[src/rtl/ttcw_pkg.sv]
// Types and constants of the text terminal writer.
// No dependencies; compile first.
`default_nettype none

package ttcw_pkg;

   localparam logic [7:0] CH_BLANK = 8'h20;
   localparam logic [7:0] CH_BS    = 8'h08;
   localparam logic [7:0] CH_LF    = 8'h0A;
   localparam logic [7:0] CH_CR    = 8'h0D;

   localparam int REQ_W  = 24;
   localparam int RSP_W  = 88;
   localparam int CSR_AW = 2;
   localparam int CSR_DW = 12;

   typedef enum logic [1:0] {
      K_READ,
      K_BACK,
      K_NEWLINE,
      K_PRINT
   } kind_type;

   typedef enum logic [CSR_AW-1:0] {
      REG_CHAR_WIDTH  = 2'd0,
      REG_CHAR_HEIGHT = 2'd1,
      REG_X_SCROLL    = 2'd2,
      REG_Y_SCROLL    = 2'd3
   } reg_index_type;

   typedef struct packed {
      kind_type   kind;
      logic [7:0] byte_in;
      logic [6:0] read_col;
      logic [4:0] read_row;
      logic       read_ok;
      logic       end_of_buffer;
   } item_type;

   typedef struct packed {
      logic [7:0]  char_width;
      logic [7:0]  char_height;
      logic [11:0] x_scroll_offset;
      logic [11:0] y_scroll_offset;
   } cfg_type;

   typedef struct packed {
      logic        rect_valid;
      logic        full_redraw;
      logic [15:0] rect_left;
      logic [15:0] rect_right;
      logic [15:0] rect_top;
      logic [15:0] rect_bottom;
      logic [6:0]  cursor_col;
      logic [4:0]  cursor_row;
      logic [7:0]  read_char;
      logic        buffer_done;
   } result_type;

endpackage

`default_nettype wire

[src/rtl/ttcw_front.sv]
// Front end: unpacks request beats and classifies them for the back end.
// Depends on ttcw_pkg.
`default_nettype none

module ttcw_front
   import ttcw_pkg::*;
#(
   parameter int COLS = 80,
   parameter int ROWS = 24
) (
   input  wire logic             req_tvalid,
   output logic                  req_tready,
   input  wire logic [REQ_W-1:0] req_tdata,
   input  wire logic             req_tuser,
   input  wire logic             req_tlast,
   input  wire logic             init_busy,
   output logic                  push_valid,
   input  wire logic             push_ready,
   output item_type              push_item
);

   logic [7:0] byte_w;
   logic [6:0] col_w;
   logic [4:0] row_w;

   assign byte_w = req_tdata[7:0];
   assign col_w  = req_tdata[14:8];
   assign row_w  = req_tdata[19:15];

   // hold off requests while the screen is being cleared after reset
   assign req_tready = push_ready && !init_busy;
   assign push_valid = req_tvalid && !init_busy;

   always_comb begin
      push_item.byte_in       = byte_w;
      push_item.read_col      = col_w;
      push_item.read_row      = row_w;
      push_item.end_of_buffer = req_tlast;
      push_item.read_ok       = (32'(col_w) < COLS) && (32'(row_w) < ROWS);
      if (req_tuser) begin
         push_item.kind = K_READ;
      end else begin
         unique case (byte_w) inside
            CH_BS:        push_item.kind = K_BACK;
            CH_CR, CH_LF: push_item.kind = K_NEWLINE;
            default:      push_item.kind = K_PRINT;
         endcase
      end
   end

endmodule

`default_nettype wire

[config.mk]
export PLATFORM = sky130hd
export DESIGN_NAME = ttcw_front
export DESIGN_NICKNAME = d
export VERILOG_FILES = /design/src/rtl/ttcw_pkg.sv /design/src/rtl/ttcw_front.sv
export SDC_FILE = /design/constraint.sdc
export NUM_CORES = 1
export LEC_CHECK = 0
export BUFFER_PORTS_ARGS = -buffer_cell sky130_fd_sc_hd__buf_2
export CAP_MARGIN = 20
export CORE_AREA = 2 2 39 41
export DETAILED_ROUTE_END_ITERATION = 8
export DIE_AREA = 0 0 41 43
export MAX_ROUTING_LAYER = met4
export PLACE_DENSITY = 0.65
export SLEW_MARGIN = 10
export SYNTH_ARGS = -nofsm -noshare
export SYNTH_HDL_FRONTEND = slang
export SYNTH_SLANG_ARGS = --single-unit
export TNS_END_PERCENT = 30
[constraint.sdc]
create_clock -name vclk -period 1.35
set_input_delay 0.3375 -clock vclk [all_inputs]
set_output_delay 0.3375 -clock vclk [all_outputs]
set_load 0.02 [all_outputs]
**Word-level counts from Yosys, hierarchy flattened**

Index checks and enable logic that the tools add are counted.
W data, S select, Z words.

- Output and inout port bits: 26
- Logic and storage cells: 12
- Register bits after elaboration: 0
- Input bits: 29

- Reduce and logical (&&, ||, !) cells: 5
- Multiplexer cells: 2
- Equal/unequal tests: 3
- Magnitude comparators: 2

Operators with widths:

| cell | count |
|---|---|
| $eq A8 B4 Y1 const B | 3 |
| $lt A7 B7 Y1 const B | 1 |
| $lt A5 B5 Y1 const B | 1 |
| $pmux W2 S2 | 1 |
| $logic_and A1 B1 Y1 | 3 |
| $mux W2 | 1 |
| $reduce_or A2 Y1 | 1 |
| $logic_not A1 Y1 | 1 |

**Depth between registers and ports, before layout**

- Depth in word-level cells: 4
- Depth in mapped cells: 3
- Mapped depth without buffers: 3

**Worst setup path after synthesis**

OpenSTA, ideal clock, no wires.

- Kind: input to output
- Start: in req_tdata[7]
- End: out push_item[22] (netlist bit)
- Data required time: 1013 ps
- Path buffers: 0
- Slack: 145 ps
- Stages: 3
- Data arrival time: 867 ps
- Path through: nor4_1 > and2_1 > a21oi_1

RTL lines:

| element | RTL line | source |
|---|---|---|
| from (decl) | ttcw_front.sv:13 | `input wire logic [REQ_W-1:0] req_tdata,` |
| to (decl) | ttcw_front.sv:19 | `output item_type push_item` |

==> results.ini <==
[finish]
seq_area_um2 = 0
fin_util_pct = 22.4
clkbuf_count = 0
antenna_cells = 0
area_growth_pct = 37.0
drive_gt1_share_pct = 83.0
seq_cells = 0
nNetsFinal = 78

[critical_path]
slowest_delay_ns = 0.25
worst_path_max_delay_cell = nor4_4
cp_cell_sequence = buf_6 -> nor4_4 -> and2_4 -> a21oi_2 -> buf_4
path_depth = 5
crit_path_max_fanout = 2
critical_path_class = in -> out
path_buf_inv = 2
critPathRequiredTime_ns = 1.01
cp-endpoint = push_item[23]
worstSetupEndpointType = output port
critPathLaunch = req_tdata[6]
cp.arrival_ns = 1.10
cp_top_family = simple AND/OR/NAND/NOR gates
setup.worst_path.start_class = input port

[sta]
fin_hold_ws_ns = 0.675
worst_pin_slew_ns = 0.210
layout_setup_ws_ns = -0.0855
slew_headroom_pct = 85.9
max_freq_ghz = 0.697
setup-tns-final_ns = -0.140
slew_violations = 0
hold_viol = 0
grt_setup_unrepaired = true
finalCritPeriodShare_pct = 106
finalCriticalPeriod_ns = 1.44
finalSetupViolations = 2

[logic_synthesis]
synth_fp_nets = 62
mappedNetlistArea_um2 = 226
synth_top_area_share_pct = 69.6
ys_seq_area_share_pct = 0
synthCells = 33
synth_area_leaders = buf_4 70%, a21oi_1 6.6%, nor2b_1 5.5%
ys_types = 10
yosysTopAreaCell = buf_4
yosysWarnings = 0
syn_avg_cell_area_um2 = 6.86

[die]
coreArea_um2 = 1380
boundaryPins = 55
rows = 14
die_h_um = 43
dieArea_um2 = 1760
die_width_um = 41
start_util_pct = 16.4

[power_and_ir_drop]
p_per_area_nw_per_um2 = 395
p_comb_share_pct = 100.0
seq_power_share_pct = 0
p_sw_uw = 70.3
vdd.ir_drop.worst_uv = 54.2
leakagePower_nw = 0.172
p_int_uw = 52.4
switching_share_pct = 57.3
power_frac_clock_pct = 0

[outcome]
violations = negative setup slack
status = complete, but fails checks

[grt]
grt_pass1_vias = 220
grt_max_degree = 5
grt_usage_pct = 5.73
grt_pass1_wl_um = 759
grt_overflow = 0
antenna_found_initial = 0

[clock_tree]
hold_buffers = 0
post_cts_buffers = 0

[detailed_routing]
drt-wirelength-per-cell_um = 9.86
routed_via_density = 3.90
route.detailed.drc = 0
postRouteAntennaNets = 0
vias = 246
drt_pass1_iterations = 1
drt-initial-drc-count = 0
finalWirelength_um = 621

[job]
drv_cap = 0

[place]
gp_congestion = 0.570
port-buffer-count = 35

[worst_hold_path]
hold_path.class = in -> out

[per-layer routing]
layer | global-route usage, % | part of all wire, % | wire length, um
met3 | 1.05 | 23 | 140
met5 | - | 0 | 0
met4 | 0 | 0 | 0
met1 | 2.22 | 20 | 122
met2 | 14.7 | 58 | 359
[through the flow]
stage / instances / power (mW) / setup slack [ns] / instance area, um2
after CTS: 63 / 0.109 / -0.0817 / 264
after detailed placement: 63 / 0.109 / -0.0791 / 264
after floorplan: 33 / 0.114 / 0.145 / 226
after global placement: 63 / 0.108 / -0.0746 / 264
final: 63 / 0.123 / -0.0855 / 310
after global routing: 63 / 0.133 / -0.117 / 310
[cell families (layout without fill, tap and decap cells)]
kind of cell           count (synthesis)  in the layout  synth area share [%]
buffers and inverters                 21             35                  69.6
AO/OA/AOI/OAI                          5              5                  12.7
AND/OR/NAND/NOR                        7              7                  17.7
[power groups by stage]
stage | Sequential [mW] | Clock, mW | Combinational (mW)
floorplan | 0 | 0 | 0.114
global placement | 0 | 0 | 0.108
detailed placement | 0 | 0 | 0.109
CTS | 0 | 0 | 0.109
global route | 0 | 0 | 0.133
finish | 0 | 0 | 0.123
[Yosys cell counts, drive strengths merged]
master  number
nand2b       1
o21a         1
o22ai        1
and2         1
nor2b        2
a21oi        3
buf         21
nor3         1
nor4         1
nand2        1
[cell type report]
cell class	count	area [um2]
Tap cell	16	20.0
Fill cell	158	1070
Timing Repair Buffer	35	196
Multi-Input combinational cell	12	93.8
[worst min-delay path by stage]
stage / end / cells past startpoint / start / slack (ns)
after floorplan: push_item[22] / 1 / req_tuser / 0.75
after global placement: push_item[10] / 0 / req_tdata[11] / 0.68
after detailed placement: push_item[10] / 0 / req_tdata[11] / 0.68
after CTS: push_item[10] / 0 / req_tdata[11] / 0.68
after global routing: push_item[9] / 0 / req_tdata[10] / 0.68
final: push_item[7] / 0 / req_tdata[8] / 0.68
[what timing repair did]
action / 4_1_cts / 5_1_grt
resized for setup: 0 / 10
endpoints found under the setup margin: 2 / 2
pin swaps: 0 / 3
[layout by cell type, fill, tap and decap left out]
cell type	Yosys	layout
a21oi_1	3	1
a21oi_2	0	2
and2_4	0	1
buf_2	0	31
buf_4	21	1
buf_6	0	3
nand2_1	1	1
nand2b_1	1	1
nor2b_1	2	2
nor3_1	1	1
nor4_4	0	1
o21a_1	1	1
o22ai_1	1	1
Note: power is estimated with default switching activity, not from simulation.
