**src/rtl/ttcw_pkg.sv**
```systemverilog
// Types and constants of the text terminal writer.
// No dependencies; compile first.
`default_nettype none

package ttcw_pkg;

   localparam logic [7:0] CH_BLANK = 8'h20;
   localparam logic [7:0] CH_BS    = 8'h08;
   localparam logic [7:0] CH_LF    = 8'h0A;
   localparam logic [7:0] CH_CR    = 8'h0D;

   localparam int REQ_W  = 24;
   localparam int RSP_W  = 88;
   localparam int CSR_AW = 2;
   localparam int CSR_DW = 12;

   typedef enum logic [1:0] {
      K_READ,
      K_BACK,
      K_NEWLINE,
      K_PRINT
   } kind_type;

   typedef enum logic [CSR_AW-1:0] {
      REG_CHAR_WIDTH  = 2'd0,
      REG_CHAR_HEIGHT = 2'd1,
      REG_X_SCROLL    = 2'd2,
      REG_Y_SCROLL    = 2'd3
   } reg_index_type;

   typedef struct packed {
      kind_type   kind;
      logic [7:0] byte_in;
      logic [6:0] read_col;
      logic [4:0] read_row;
      logic       read_ok;
      logic       end_of_buffer;
   } item_type;

   typedef struct packed {
      logic [7:0]  char_width;
      logic [7:0]  char_height;
      logic [11:0] x_scroll_offset;
      logic [11:0] y_scroll_offset;
   } cfg_type;

   typedef struct packed {
      logic        rect_valid;
      logic        full_redraw;
      logic [15:0] rect_left;
      logic [15:0] rect_right;
      logic [15:0] rect_top;
      logic [15:0] rect_bottom;
      logic [6:0]  cursor_col;
      logic [4:0]  cursor_row;
      logic [7:0]  read_char;
      logic        buffer_done;
   } result_type;

endpackage

`default_nettype wire

```
**src/rtl/ttcw_fifo.sv**
```systemverilog
// Short queue of classified items between front and back end.
// Depends on ttcw_pkg.
`default_nettype none

module ttcw_fifo
   import ttcw_pkg::*;
#(
   parameter int DEPTH = 2
) (
   input  wire logic     clock,
   input  wire logic     reset,
   input  wire logic     push_valid,
   output logic          push_ready,
   input  wire item_type push_item,
   output logic          pop_valid,
   input  wire logic     pop_ready,
   output item_type      pop_item
);

   localparam int PW = (DEPTH > 1) ? $clog2(DEPTH) : 1;
   localparam int NW = $clog2(DEPTH + 1);

   item_type        slot_ff [DEPTH];
   logic [PW-1:0]   wr_ptr_ff, wr_ptr_in;
   logic [PW-1:0]   rd_ptr_ff, rd_ptr_in;
   logic [NW-1:0]   count_ff, count_in;
   logic            do_push, do_pop;

   assign push_ready = (count_ff != NW'(DEPTH));
   assign pop_valid  = (count_ff != '0);
   assign pop_item   = slot_ff[rd_ptr_ff];
   assign do_push    = push_valid && push_ready;
   assign do_pop     = pop_valid && pop_ready;

   always_comb begin
      wr_ptr_in = wr_ptr_ff;
      rd_ptr_in = rd_ptr_ff;
      count_in  = count_ff;
      if (do_push) begin
         wr_ptr_in = (wr_ptr_ff == PW'(DEPTH - 1)) ? '0 : wr_ptr_ff + PW'(1);
      end
      if (do_pop) begin
         rd_ptr_in = (rd_ptr_ff == PW'(DEPTH - 1)) ? '0 : rd_ptr_ff + PW'(1);
      end
      if (do_push && !do_pop) begin
         count_in = count_ff + NW'(1);
      end else if (do_pop && !do_push) begin
         count_in = count_ff - NW'(1);
      end
   end

   always_ff @(posedge clock) begin
      if (reset) begin
         wr_ptr_ff <= '0;
         rd_ptr_ff <= '0;
         count_ff  <= '0;
      end else begin
         wr_ptr_ff <= wr_ptr_in;
         rd_ptr_ff <= rd_ptr_in;
         count_ff  <= count_in;
      end
      if (do_push) begin
         slot_ff[wr_ptr_ff] <= push_item;
      end
   end

endmodule

`default_nettype wire

```
**config.mk**
```make
export PLATFORM = sky130hd
export DESIGN_NAME = ttcw_fifo
export DESIGN_NICKNAME = d
export VERILOG_FILES = /design/src/rtl/ttcw_pkg.sv /design/src/rtl/ttcw_fifo.sv
export SDC_FILE = /design/constraint.sdc
export NUM_CORES = 1
export LEC_CHECK = 0
export BUFFER_PORTS_ARGS = -buffer_cell sky130_fd_sc_hd__buf_2
export CAP_MARGIN = 40
export CORE_MARGIN = 1.5
export CORE_UTILIZATION = 48
export CTS_BUF_LIST = sky130_fd_sc_hd__clkbuf_4 sky130_fd_sc_hd__clkbuf_8
export CTS_CLUSTER_DIAMETER = 60
export DETAILED_ROUTE_END_ITERATION = 7
export GPL_ROUTABILITY_DRIVEN = 0
export PLACE_DENSITY = 0.77
export RECOVER_POWER = 100
export SLEW_MARGIN = 20
export SYNTH_ARGS = -nofsm -noshare
export SYNTH_HDL_FRONTEND = slang
export SYNTH_SLANG_ARGS = --single-unit
export TNS_END_PERCENT = 20
```
**constraint.sdc**
```tcl
create_clock -name clock -period 1.7 [get_ports clock]
set_input_delay 0.085 -clock clock [delete_from_list [all_inputs] [get_ports clock]]
set_output_delay 0.085 -clock clock [all_outputs]
set_load 0.005 [all_outputs]
```
# Yosys cells after proc, flatten, opt, wreduce, memory -nomap -nowiden
# Memory sizes are Yosys's and may differ from the RTL's. A register that Yosys moved wholly into a read port is not among the register bits.
# Cells that the tools add are included.
dict set report word_totals {
  out_inout_bits 26
  memories 1
  elab_cells 25
  inputBits 28
  mem_bits_rw 48
  ff_bits 4
}
dict set report classes {
  eq_ne 1
  muxes 8
  reduce_logical 8
  add_sub_neg 4
}
# name words width rd rd_ports_with_merged_regs write_ports line_no
set memory_table {}
lappend memory_table {slot_ff 2 24 1 1 1 ttcw_fifo.sv:23} ;# item_type slot_ff [DEPTH];
# operator n
set ops {}
lappend ops {{two-way mux 1 bit} 6}
lappend ops {{logical AND 1 bit} 4}
lappend ops {{two-way mux 2 bit} 2}
lappend ops {{nonzero test 2 bit} 2}
lappend ops {{adder 1 bit (second input constant)} 2}
lappend ops {{adder 2 x 1 -> 2 bit (second input constant)} 1}
lappend ops {{zero test 1 bit} 2}
lappend ops {{!= test 2 bit (second input constant)} 1}
lappend ops {{subtractor 2 x 1 -> 2 bit (second input constant)} 1}

# Depth between registers and ports, before layout
# Gate-level depths: netlist of the first run.
dict set report depth {
  word_depth 6
  mapped_depth 6
  mapped_depth_nobuf 6
}

# Worst setup path after synthesis of the first run
# OpenSTA, ideal clock, no wires.
dict set report synth_timing {
  path_kind {reg2reg}
  from {register count_ff[0]}
  to {memory slot_ff[1][0] (netlist bit) (enable)}
  path_buffers 0
  path_slack_ns 0.071
  period_less_slack_ns 1.629
  setup_ns 0.383
  t_arrival_ns 1.246
  path_stages_with_launch 3
  required_ns 1.317
  cell_sequence {dfxtp_1 -> nand2b_1 -> and3_1}
}
dict set report synth_via {
  elab_chain_len 4
}
# element line_no
set synth_rtl {}
lappend synth_rtl {{start, declared} ttcw_fifo.sv:26} ;# logic [NW-1:0] count_ff, count_in;
lappend synth_rtl {{start signal, assigned} ttcw_fifo.sv:60} ;# count_ff <= count_in;
lappend synth_rtl {{!= test 2 bit} ttcw_fifo.sv:29} ;# assign push_ready = (count_ff != NW'(DEPTH));
lappend synth_rtl {{via push_ready} ttcw_fifo.sv:13} ;# output logic push_ready,
lappend synth_rtl {{logical AND 1 bit} ttcw_fifo.sv:32} ;# assign do_push = push_valid && push_ready;
lappend synth_rtl {{two-way mux 1 bit} ttcw_fifo.sv:62} ;# if (do_push) begin
lappend synth_rtl {{two-way mux 1 bit (not written as such)} ttcw_fifo.sv:63} ;# slot_ff[wr_ptr_ff] <= push_item;
lappend synth_rtl {{end, declared} ttcw_fifo.sv:23}
# The timed path passes the listed nets, and every way through them passes these cells.

# Final worst setup path of the first run
dict set report layout_timing {
  from {register count_ff[0]}
  to {register count_ff[1]}
}
dict set report layout_via {
  elab_chain_len 5
  word_cells_on_any_way 13
  classes_between {add/sub (2); eq/ne (1); mux (2); reduce/logical (8)}
}
# element line_no
set layout_rtl {}
lappend layout_rtl {{!= test 2 bit (*)} ttcw_fifo.sv:29}
lappend layout_rtl {{logical AND 1 bit (*)} ttcw_fifo.sv:32}
lappend layout_rtl {{via do_push} ttcw_fifo.sv:27} ;# logic do_push, do_pop;
lappend layout_rtl {{zero test 1 bit} ttcw_fifo.sv:47} ;# end else if (do_pop && !do_push) begin
lappend layout_rtl {{logical AND 1 bit} ttcw_fifo.sv:47}
lappend layout_rtl {{nonzero test 2 bit (no source line)} --}
# The timed path passes the listed nets; every way through them passes the cells marked *. The select of a mux whose other input is x is not followed.
# A chain may end at the register's enable or synchronous reset.

==> qor.csv, run 1 <==
metric,value,unit
relative slew slack,0.796,
post-route ant nets,0,
clk sink count,53,
RSZ-0062 raised after global routing,no,
yosys warns,0,
Period minus WS final,1.60,ns
most frequent cells after synthesis,"edfxtp_1 (48), mux2_2 (24), dfxtp_1 (5)",
critical-path cell list,nand2b_4 -> and2_1 -> ha_1 -> or3_1 -> a21oi_1,
main area contributors after synthesis,"edfxtp_1 (74%), mux2_2 (14%), dfxtp_1 (5.1%)",
Nets,214,
number of remaining DRC errors,0,
hpwl dp,2170,um
DR WL/cell,13.8,um
# IOs,54,
CP max stage delay,0.37,ns
Post-Syn Nets,128,
skew final,0.00405,ns
Synth Area in Adders,0.00642,
total track usage,0.157,
post-synthesis cell count,99,
"Async S/R FF share, synth",0,
CP arrival,1.83,ns
area fraction in compound gates after synthesis,0.0154,
share of cells above drive strength 1,0.414,
pwr/cell area,1300,mW/mm^2
Pleak,0.000993,uW
number of synthesized flops with an enable pin,48,
Routed WL,3230,um
total power draw,3440,uW
"Primary FF master, synth",edfxtp_1,
die area,0.00445,mm^2
htree depth,2,
"Slew Viols, Final",0,
simple-gate share of the synthesized area,0.0257,
DRT Pass-1 Iters,4,
final core utilization,0.703,
register area share after synthesis,0.791,
run status,completed,
Slew @ Worst Pin,0.303,ns
FMAX,0.624,GHz
diode count,0,
CP startpoint kind,flop,
die height,66.7,um
final setup vio count,0,
cell family with most CP delay,simple AND/OR/NAND/NOR gates,
CTS tree,built,
Starting Density,0.517,
fin crit share,0.943,
peak supply drop,0.801,mV
worst hold path class,in2reg,
Yosys top cell by area,edfxtp_1,
slowest CP cell,dfxtp_1,
Final Hold Vio Count,0,
post-synth top area share,0.739,
drt via density,4.79,
Max Cap Viol,0,
CTS max path bufs,2,
Rows,22,
Crit Path Category,reg2reg,
latest clock arrival within the worst-skew pair,0.29,ns
setup TNS,0,ns
Clock transition at path regs,0.08,ns
xor/xnor share of the synthesized area,0.0135,
multiplexer share of the synthesized area,0.139,
total number of vias,1120,
critical-path maximum fanout,5,
Worst Path Required,1.93,ns
Filler Cells Inserted,269,
first-pass GRT wire length,5060,um
Post-Syn Area,0.00195,mm^2
top-count cell post-synth,edfxtp_1,
CP bufs+invs,0,
gr ovfl total,0,
#FFs+latches synth,53,
Layout area overhead,36.1,%
largest net degree at the start of global routing,25,
drt first-iter violations,38,
Critical Path Sink Type,flop,
port bufs,53,
antenna violations before repair,0,
Netlist cell types,17,
CTS Buf Count,5,
Root Buffer,clkbuf_8,
"Avg Cell Area, Syn",19.7,um^2
largest family of logic cells by synthesized area,multiplexers,
Core ar.,0.00377,mm^2
vias in the first global route,1179,
Die Wd,66.7,um
==> timing repair <==
item,4_1_cts,5_1_grt
endpoints found under the setup margin,0,1
buffers inserted,0,0
endpoints found under the hold margin,48,0
hold buffers,24,0
gates resized for setup,0,1
==> registers in the layout, summed over array words and instances, names as in the netlist, named ones only <==
signal / flops
count_ff: 2
wr_ptr_ff: 1
slot_ff: 48
rd_ptr_ff: 1
==> power breakdown <==
part / switching, uW / internal, uW
Clock: 366 / 458
Combinational: 409 / 501
Sequential: 70.3 / 1630
Total: 846 / 2590
==> worst paths after layout <==
| check | slack [ns] | cells past startpoint | start | endpoint |
|---|---|---|---|---|
| worst min-delay path | 0.01 | 2 | reset | wr_ptr_ff |
| worst max register to register | 0.1 | 5 | count_ff[0] | count_ff[1] |
| worst min register to register | 0.54 | 2 | rd_ptr_ff | rd_ptr_ff |
| worst max-delay path | 0.1 | 5 | count_ff[0] | count_ff[1] |
==> cell families (layout without fill, tap and decap cells) <==
group	count (synthesis)	after routing
DFF	53	53
muxes	24	24
and+or+nand+nor	9	9
AOI/OAI and AO/OA	5	5
buffers and inverters	4	91
xor gates and xnor gates	3	3
adders and majority gates	1	1
==> through the flow <==
step	std cells	setup WS (ns)	hold slack, ns	cell area [um^2]
after floorplan	99	0.0712	0.154	1950
after global placement	202	0.156	0.273	2310
after detailed placement	202	0.0443	0.277	2310
after CTS	234	0.0296	0.00160	2670
after global routing	234	0.00589	0.00683	2650
final	234	0.0972	0.0102	2650
==> layout by cell type (no fill, tap or decap) <==
cell           Yosys  routed
or3_1              1       1
a21oi_1            2       2
clkbuf_8           0       5
or2_2              1       1
a21bo_2            1       1
buf_2              3      37
ha_1               1       1
edfxtp_1          48      48
o21ai_0            2       2
buf_4              0       4
clkbuf_1           0      16
dfxtp_1            5       5
and2_1             1       1
clkbuf_4           0       1
dlygate4sd3_1      0      24
buf_12             0       1
inv_1              1       1
nor2_1             3       3
and3_1             1       1
nand2b_4           0       1
xor2_1             3       3
bufinv_16          0       1
mux2_2            24      24
clkinv_4           0       1
nand3b_1           1       1
==> metal layers <==
layer	track usage	up-vias	share of wire
li1	-	552	-
met4	0.0459	0	0.0043
met5	0	-	0
met1	0.170	535	0.40
met3	0.0405	2	0.047
met2	0.299	31	0.54
==> area by class of cell <==
type	instances	area (um^2)	area share
flip-flops and latches	53	1540	0.581
repair buffers	82	536	0.202
clock buffers	6	76.3	0.0288
inverters	1	3.75	0.00142
well taps	48	60.1	0.0226
clock inverters	2	38.8	0.0146
multi-input cells	42	397	0.150
==> worst reg2reg max path, cell delays in order, from the launching register on <==
cell      delay [ns]
dfxtp_1         0.37
nand2b_4        0.18
and2_1          0.17
ha_1            0.33
or3_1           0.36
a21oi_1         0.14
No activity file was read; power rests on OpenSTA's default activity.
==> inputs of run 2 (changes only) <==
--- a/config.mk
+++ b/config.mk
@@ -8,12 +8,11 @@
 export BUFFER_PORTS_ARGS = -buffer_cell sky130_fd_sc_hd__buf_2
 export CAP_MARGIN = 40
 export CORE_MARGIN = 1.5
-export CORE_UTILIZATION = 48
-export CTS_BUF_LIST = sky130_fd_sc_hd__clkbuf_4 sky130_fd_sc_hd__clkbuf_8
+export CORE_UTILIZATION = 23
+export CTS_BUF_LIST = sky130_fd_sc_hd__clkbuf_4
 export CTS_CLUSTER_DIAMETER = 60
 export DETAILED_ROUTE_END_ITERATION = 7
 export GPL_ROUTABILITY_DRIVEN = 0
-export PLACE_DENSITY = 0.77
 export RECOVER_POWER = 100
 export SLEW_MARGIN = 20
 export SYNTH_ARGS = -nofsm -noshare
==> qor.csv, run 2 (same netlist as run 1, synthesis figures left out) <==
metric,value,unit,change
run status,completed,,
net switching power,892,uW,+5.5%
Critical R2R Launch,count_ff[0],,
number of remaining DRC errors,0,,unchanged
Die Wd,95.1,um,+42%
Core ar.,0.00822,mm^2,+120%
met3 Use GR,0.0319,,-0.00864
post-route ant nets,0,,unchanged
CP startpoint kind,flop,,
worst hold path endpoint,wr_ptr_ff,,
Worst Path Required,2.00,ns,+0.07 ns
htree depth,2,,unchanged
hold depth,3,,+1
die height,95.1,um,+42%
diode count,0,,unchanged
total power draw,3360,uW,-2.1%
critical-path maximum fanout,5,,unchanged
largest net degree at the start of global routing,22,,-12%
hpwl dp,2410,um,+11%
Sw Ratio,0.265,,+0.0193
antenna violations before repair,0,,unchanged
CTS tree,built,,
Comb pwr share,0.277,,+0.012
clk sink count,53,,unchanged
Critical Path Sink Type,flop,,
Setup Slack @ Placement,0.0443,ns,-0.0000494 ns
Root Buffer,clkbuf_4,,
fin crit share,0.962,,+0.0189
final core utilization,0.331,,-0.372
"Slew Viols, Final",0,,unchanged
Crit Path Category,reg2reg,,
Setup WS post-layout,0.0650,ns,-0.0322 ns
placed cells,260,,+29%
Slew @ Worst Pin,0.228,ns,-0.0755 ns
DRT Pass-1 Iters,3,,-1
Clock Power Share,0.211,,-0.029
first-pass GRT wire length,5290,um,+4.6%
GR Util met2,0.139,,-0.159
gr ovfl total,0,,unchanged
skew final,0.0150,ns,+0.0110 ns
DR WL/cell,12.3,um,-11%
total number of vias,1121,,+0.089%
vias in the first global route,1143,,-3.1%
FMAX,0.612,GHz,-2.0%
Starting Density,0.237,,-0.280
drt first-iter violations,24,,-37%
die area,0.00904,mm^2,+100%
Rows,33,,+50%
drt via density,3.83,,-20%
CP arrival,1.94,ns,+0.11 ns
# IOs,54,,unchanged
M1 GR Usage,0.0926,,-0.0778
Max Cap Viol,0,,unchanged
Period minus WS final,1.64,ns,+0.0322 ns
peak supply drop,0.599,mV,-25%
latest clock arrival within the worst-skew pair,0.37,ns,+0.08 ns
Routed WL,3620,um,+12%
port bufs,53,,unchanged
Largest regs,"slot_ff: 48 flops, count_ff: 2 flops",,
"commonest non-fill, non-tap cell in the layout",edfxtp_1,,
R2R cell count,5,,unchanged
internal power,2470,uW,-4.6%
CTS Buf Count,5,,unchanged
relative slew slack,0.848,,+0.0524
reg-to-reg endpoint,count_ff[1],,
Clock transition at path regs,0.16,ns,+0.08 ns
setup bufs post-CTS,0,,unchanged
Worst Hold Slack,0.0440,ns,+0.0338 ns
Final Hold Vio Count,0,,unchanged
Seq pwr share,0.512,,+0.017
Layout area overhead,39.5,%,
Nets,216,,+0.93%
share of cells above drive strength 1,0.447,,+0.0328
worst hold path class,in2reg,,
Reg2Reg Setup Slack,0.06,ns,-0.03 ns
CTS max path bufs,2,,unchanged
pwr/cell area,1240,mW/mm^2,-4.6%
final setup vio count,0,,unchanged
Most Crowded Layer GR,met2,,
Largest Register,slot_ff,,
Hold Crit Start,push_valid,,
Final Instance Count excl. Fillers,293,,+25%
Largest register FFs,48,,unchanged
Pleak,0.000995,uW,+0.19%
total track usage,0.0804,,-0.0770
"commonest cells after routing, fill and taps aside","edfxtp_1 (48), buf_2 (40), dlygate4sd3_1 (25), mux2_2 (24), clkbuf_1 (13)",,
run 2: changes by cell type in the layout (fill, tap and decap cells not counted), sizes merged:
cell and delta:
buf +4, clkbuf -4, clkinvlp +1, dlygate4sd3 +1
run 2: worst max-delay path by stage:
stage | cells after the start | end | start
floorplan | 2 | slot_ff[1][0] | count_ff[0]
global placement | 5 | count_ff[1] | count_ff[0]
finish | 5 | count_ff[1] | count_ff[0]
CTS | 5 | count_ff[1] | count_ff[0]
global route | 5 | count_ff[1] | count_ff[0]
detailed placement | 5 | count_ff[1] | count_ff[0]
run 2: timing repair:
| item | 4_1_cts | 5_1_grt |
|---|---|---|
| endpoints found under the hold margin | 53 | 0 |
| gates cloned | 0 | 0 |
| setup endpoints to repair | 1 | 1 |
| gates resized for setup | 1 | 5 |
| hold buffers | 25 | 0 |
run 2: layer usage:
metal / vias up / routed length, um
met1: 525 / 1590
met2: 41 / 1790
met4: 0 / 19
li1: 552 / -
met3: 3 / 214
met5: - / 0
run 2: critical path: stages (launching register included):
cell	delay [ns]
dfxtp_4	0.39
nand2b_4	0.16
and2_1	0.16
ha_1	0.33
or3_1	0.35
a21oi_1	0.18
run 2: area by class of cell:
cell class | count | area, um^2
Inverter | 1 | 3.75
Multi-Input combinational cell | 42 | 397
Clock buffer | 5 | 37.5
Clock inverter | 3 | 46.3
Fill cell | 800 | 5500
Tap cell | 105 | 131
Timing Repair Buffer | 84 | 557
Sequential cell | 53 | 1550
run 2: power groups by stage:
stage	logic (uW)	registers, uW	clock network, uW
2_1_floorplan	523	1710	0
3_3_place_gp	887	1730	0
3_5_place_dp	899	1740	0
4_1_cts	951	1710	743
5_1_grt	1040	1740	788
6_report	932	1720	710
run 2: per-stage QoR:
stage	setup TNS, ns	instance area, um^2
2_1_floorplan	0	1950
3_3_place_gp	0	2390
3_5_place_dp	0	2390
4_1_cts	0	2720
5_1_grt	-0.00575	2720
6_report	0	2720
==> inputs of run 3 (changes only) <==
--- a/config.mk
+++ b/config.mk
@@ -5,6 +5,7 @@
 export SDC_FILE = /design/constraint.sdc
 export NUM_CORES = 1
 export LEC_CHECK = 0
+export ABC_AREA = 1
 export BUFFER_PORTS_ARGS = -buffer_cell sky130_fd_sc_hd__buf_2
 export CAP_MARGIN = 40
 export CORE_MARGIN = 1.5
@@ -13,7 +14,8 @@
 export CTS_CLUSTER_DIAMETER = 60
 export DETAILED_ROUTE_END_ITERATION = 7
 export GPL_ROUTABILITY_DRIVEN = 0
-export RECOVER_POWER = 100
+export RECOVER_POWER = 50
+export REMOVE_ABC_BUFFERS = 1
 export SLEW_MARGIN = 20
 export SYNTH_ARGS = -nofsm -noshare
 export SYNTH_HDL_FRONTEND = slang
==> qor.csv, run 3 <==
metric,value,unit,change
run status,completed,,
Starting Density,0.238,,+0.000917
CTS Buf Count,5,,unchanged
net switching power,876,uW,-1.8%
antenna violations before repair,0,,unchanged
Yosys top cell by area,edfxtp_1,,
Final Hold Vio Count,0,,unchanged
Hold Crit Start,pop_ready,,
Clock transition at path regs,0.13,ns,-0.03 ns
critical-path maximum fanout,13,,+8
CTS max path bufs,2,,unchanged
vias in the first global route,1185,,+3.7%
Critical Path Sink Type,output pin,,
Setup Slack @ Placement,0.253,ns,+0.209 ns
Rows,34,,+3.0%
Root Buffer,clkbuf_4,,
setup bufs post-CTS,0,,unchanged
gr ovfl total,0,,unchanged
Core ar.,0.00872,mm^2,+6.1%
main area contributors after synthesis,"edfxtp_1 (69%), mux2_4 (14%), dfxtp_1 (4.8%)",,
hold depth,3,,unchanged
first-pass GRT wire length,5480,um,+3.5%
Period minus WS final,1.53,ns,-0.104 ns
CP startpoint kind,flop,,
Seq pwr share,0.506,,-0.006
Critical R2R Launch,count_ff[0],,
R2R cell count,10,,+5
most frequent cells after synthesis,"edfxtp_1 (48), mux2_4 (20), nand2_1 (9)",,
"Slew Viols, Final",0,,unchanged
Nets,227,,+5.1%
Largest regs,"slot_ff: 48 flops, count_ff: 2 flops",,
"Avg Cell Area, Syn",18.5,um^2,-5.8%
DRT Pass-1 Iters,4,,+1
worst hold path endpoint,rd_ptr_ff,,
Routed WL,3500,um,-3.2%
pwr/cell area,1210,mW/mm^2,-1.8%
total power draw,3360,uW,about the same
share of cells above drive strength 1,0.362,,-0.0850
Crit Path Category,reg2out,,
placed cells,274,,+5.4%
"Primary FF master, synth",edfxtp_1,,
Largest register FFs,48,,unchanged
top-count cell post-synth,edfxtp_1,,
htree depth,2,,unchanged
Die Wd,98.0,um,+3.1%
drt via density,3.80,,-0.56%
yosys warns,0,,unchanged
Slew @ Worst Pin,0.372,ns,+0.144 ns
Comb pwr share,0.288,,+0.011
Largest Register,slot_ff,,
total track usage,0.0742,,-0.00627
register area share after synthesis,0.742,,-0.0486
skew final,0.00818,ns,-0.00683 ns
Filler Cells Inserted,856,,+7.0%
CP arrival,1.45,ns,-0.49 ns
port bufs,53,,unchanged
post-synth top area share,0.694,,-0.0454
Setup WS post-layout,0.169,ns,+0.104 ns
Layout area overhead,33.4,%,
clk sink count,53,,unchanged
Worst Path Required,1.62,ns,-0.38 ns
register area,0.00154,mm^2,-0.32%
post-synthesis cell count,112,,+13%
DR WL/cell,11.4,um,-7.6%
post-route ant nets,0,,unchanged
Pleak,0.00106,uW,+6.7%
Max Cap Viol,0,,unchanged
FMAX,0.653,GHz,+6.8%
relative slew slack,0.752,,-0.0959
Reg2Reg Setup Slack,0.22,ns,+0.16 ns
area of the multi-input gates,459,um^2,+16%
number of synthesized flops with an enable pin,48,,unchanged
Clock Power Share,0.206,,-0.005
total number of vias,1168,,+4.2%
CTS tree,built,,
Worst Hold Slack,0.0295,ns,-0.0145 ns
RSZ-0062 raised after global routing,no,,
latest clock arrival within the worst-skew pair,0.35,ns,-0.02 ns
"commonest non-fill, non-tap cell in the layout",edfxtp_1,,
diode count,0,,unchanged
final setup vio count,0,,unchanged
hpwl dp,2460,um,+2.1%
reg-to-reg endpoint,count_ff[1],,
Netlist cell types,14,,-3
fin crit share,0.901,,-0.0610
drt first-iter violations,49,,+100%
Final Instance Count excl. Fillers,307,,+4.8%
Sw Ratio,0.260,,-0.00489
Post-Syn Area,0.00208,mm^2,+6.5%
internal power,2490,uW,+0.68%
"Async S/R FF share, synth",0,,unchanged
worst hold path class,in2reg,,
"commonest cells after routing, fill and taps aside","edfxtp_1 (48), buf_2 (31), dlygate4sd3_1 (25), mux2_4 (20), clkbuf_1 (20)",,
peak supply drop,0.703,mV,+17%
# IOs,54,,unchanged
die area,0.00961,mm^2,+6.3%
number of remaining DRC errors,0,,unchanged
die height,98.0,um,+3.1%
#FFs+latches synth,53,,unchanged
largest net degree at the start of global routing,25,,+14%
==> run 3: changes by cell type in the layout (fill, tap and decap cells not counted), moves of 3 or more <==
cell      delta
mux2_2      -20
xor2_1       -3
nand2_1      +9
inv_1        +7
clkbuf_1     +7
mux2_4      +20
buf_2        -9
==> run 3: worst max-delay path by stage <==
stage,start,to,depth (start not counted)
finish,flop,pop_item[3],3
global route,flop,pop_item[3],3
CTS,flop,pop_item[3],3
detailed placement,count_ff[0],count_ff[1],10
global placement,count_ff[0],count_ff[1],10
floorplan,count_ff[0],slot_ff[1][0],4
==> run 3: layer usage <==
layer | share of wire | track usage | vias to the layer above
met1 | 0.41 | 0.0821 | 547
li1 | - | - | 581
met3 | 0.061 | 0.0243 | 2
met2 | 0.52 | 0.133 | 38
met5 | 0 | 0 | -
met4 | 0.0051 | 0.0264 | 0
==> run 3: cells by family (layout without fill, tap and decap cells) <==
family,count (synthesis),count (layout),share of synthesized area
compound gates,4,4,0.00964
flops,53,53,0.742
mux,24,24,0.166
fa+ha+maj,1,1,0.00602
buf+inv,11,98,0.0392
simple gates,19,19,0.0368
==> run 3: critical path, stage by stage, from the launching register on <==
cell and delay, ns:
dfxtp_2 0.35, buf_4 0.24, mux2_2 0.38, buf_2 0.13
==> run 3: power groups by stage <==
stage               Combinational [uW]  Sequential [uW]  Clock, uW
global placement                   942             1730          0
CTS                               1010             1710        725
finish                             968             1700        692
global route                      1070             1720        783
detailed placement                 960             1740          0
floorplan                          538             1790          0
==> run 3: area by class of cell <==
| cell class | count | area share |
|---|---|---|
| clock inverters | 2 | 0.0140 |
| multi-input cells | 48 | 0.166 |
| flip-flops and latches | 53 | 0.557 |
| clock buffers | 6 | 0.0163 |
| inverters | 8 | 0.0108 |
| repair buffers | 82 | 0.188 |
| well taps | 108 | 0.0488 |
==> run 3: through the flow <==
stage	area, um^2	utilization	TNS, ns
finish	2770	0.318	0
global route	2770	0.318	0
CTS	2800	0.321	0
detailed placement	2460	0.282	0
global placement	2460	0.282	0
floorplan	2030	-	-14.04
==> run 3: what timing repair did <==
item / 4_1_cts / 5_1_grt
hold endpoints to repair: 50 / 0
hold buffers: 25 / 0
resized for setup: 0 / 0
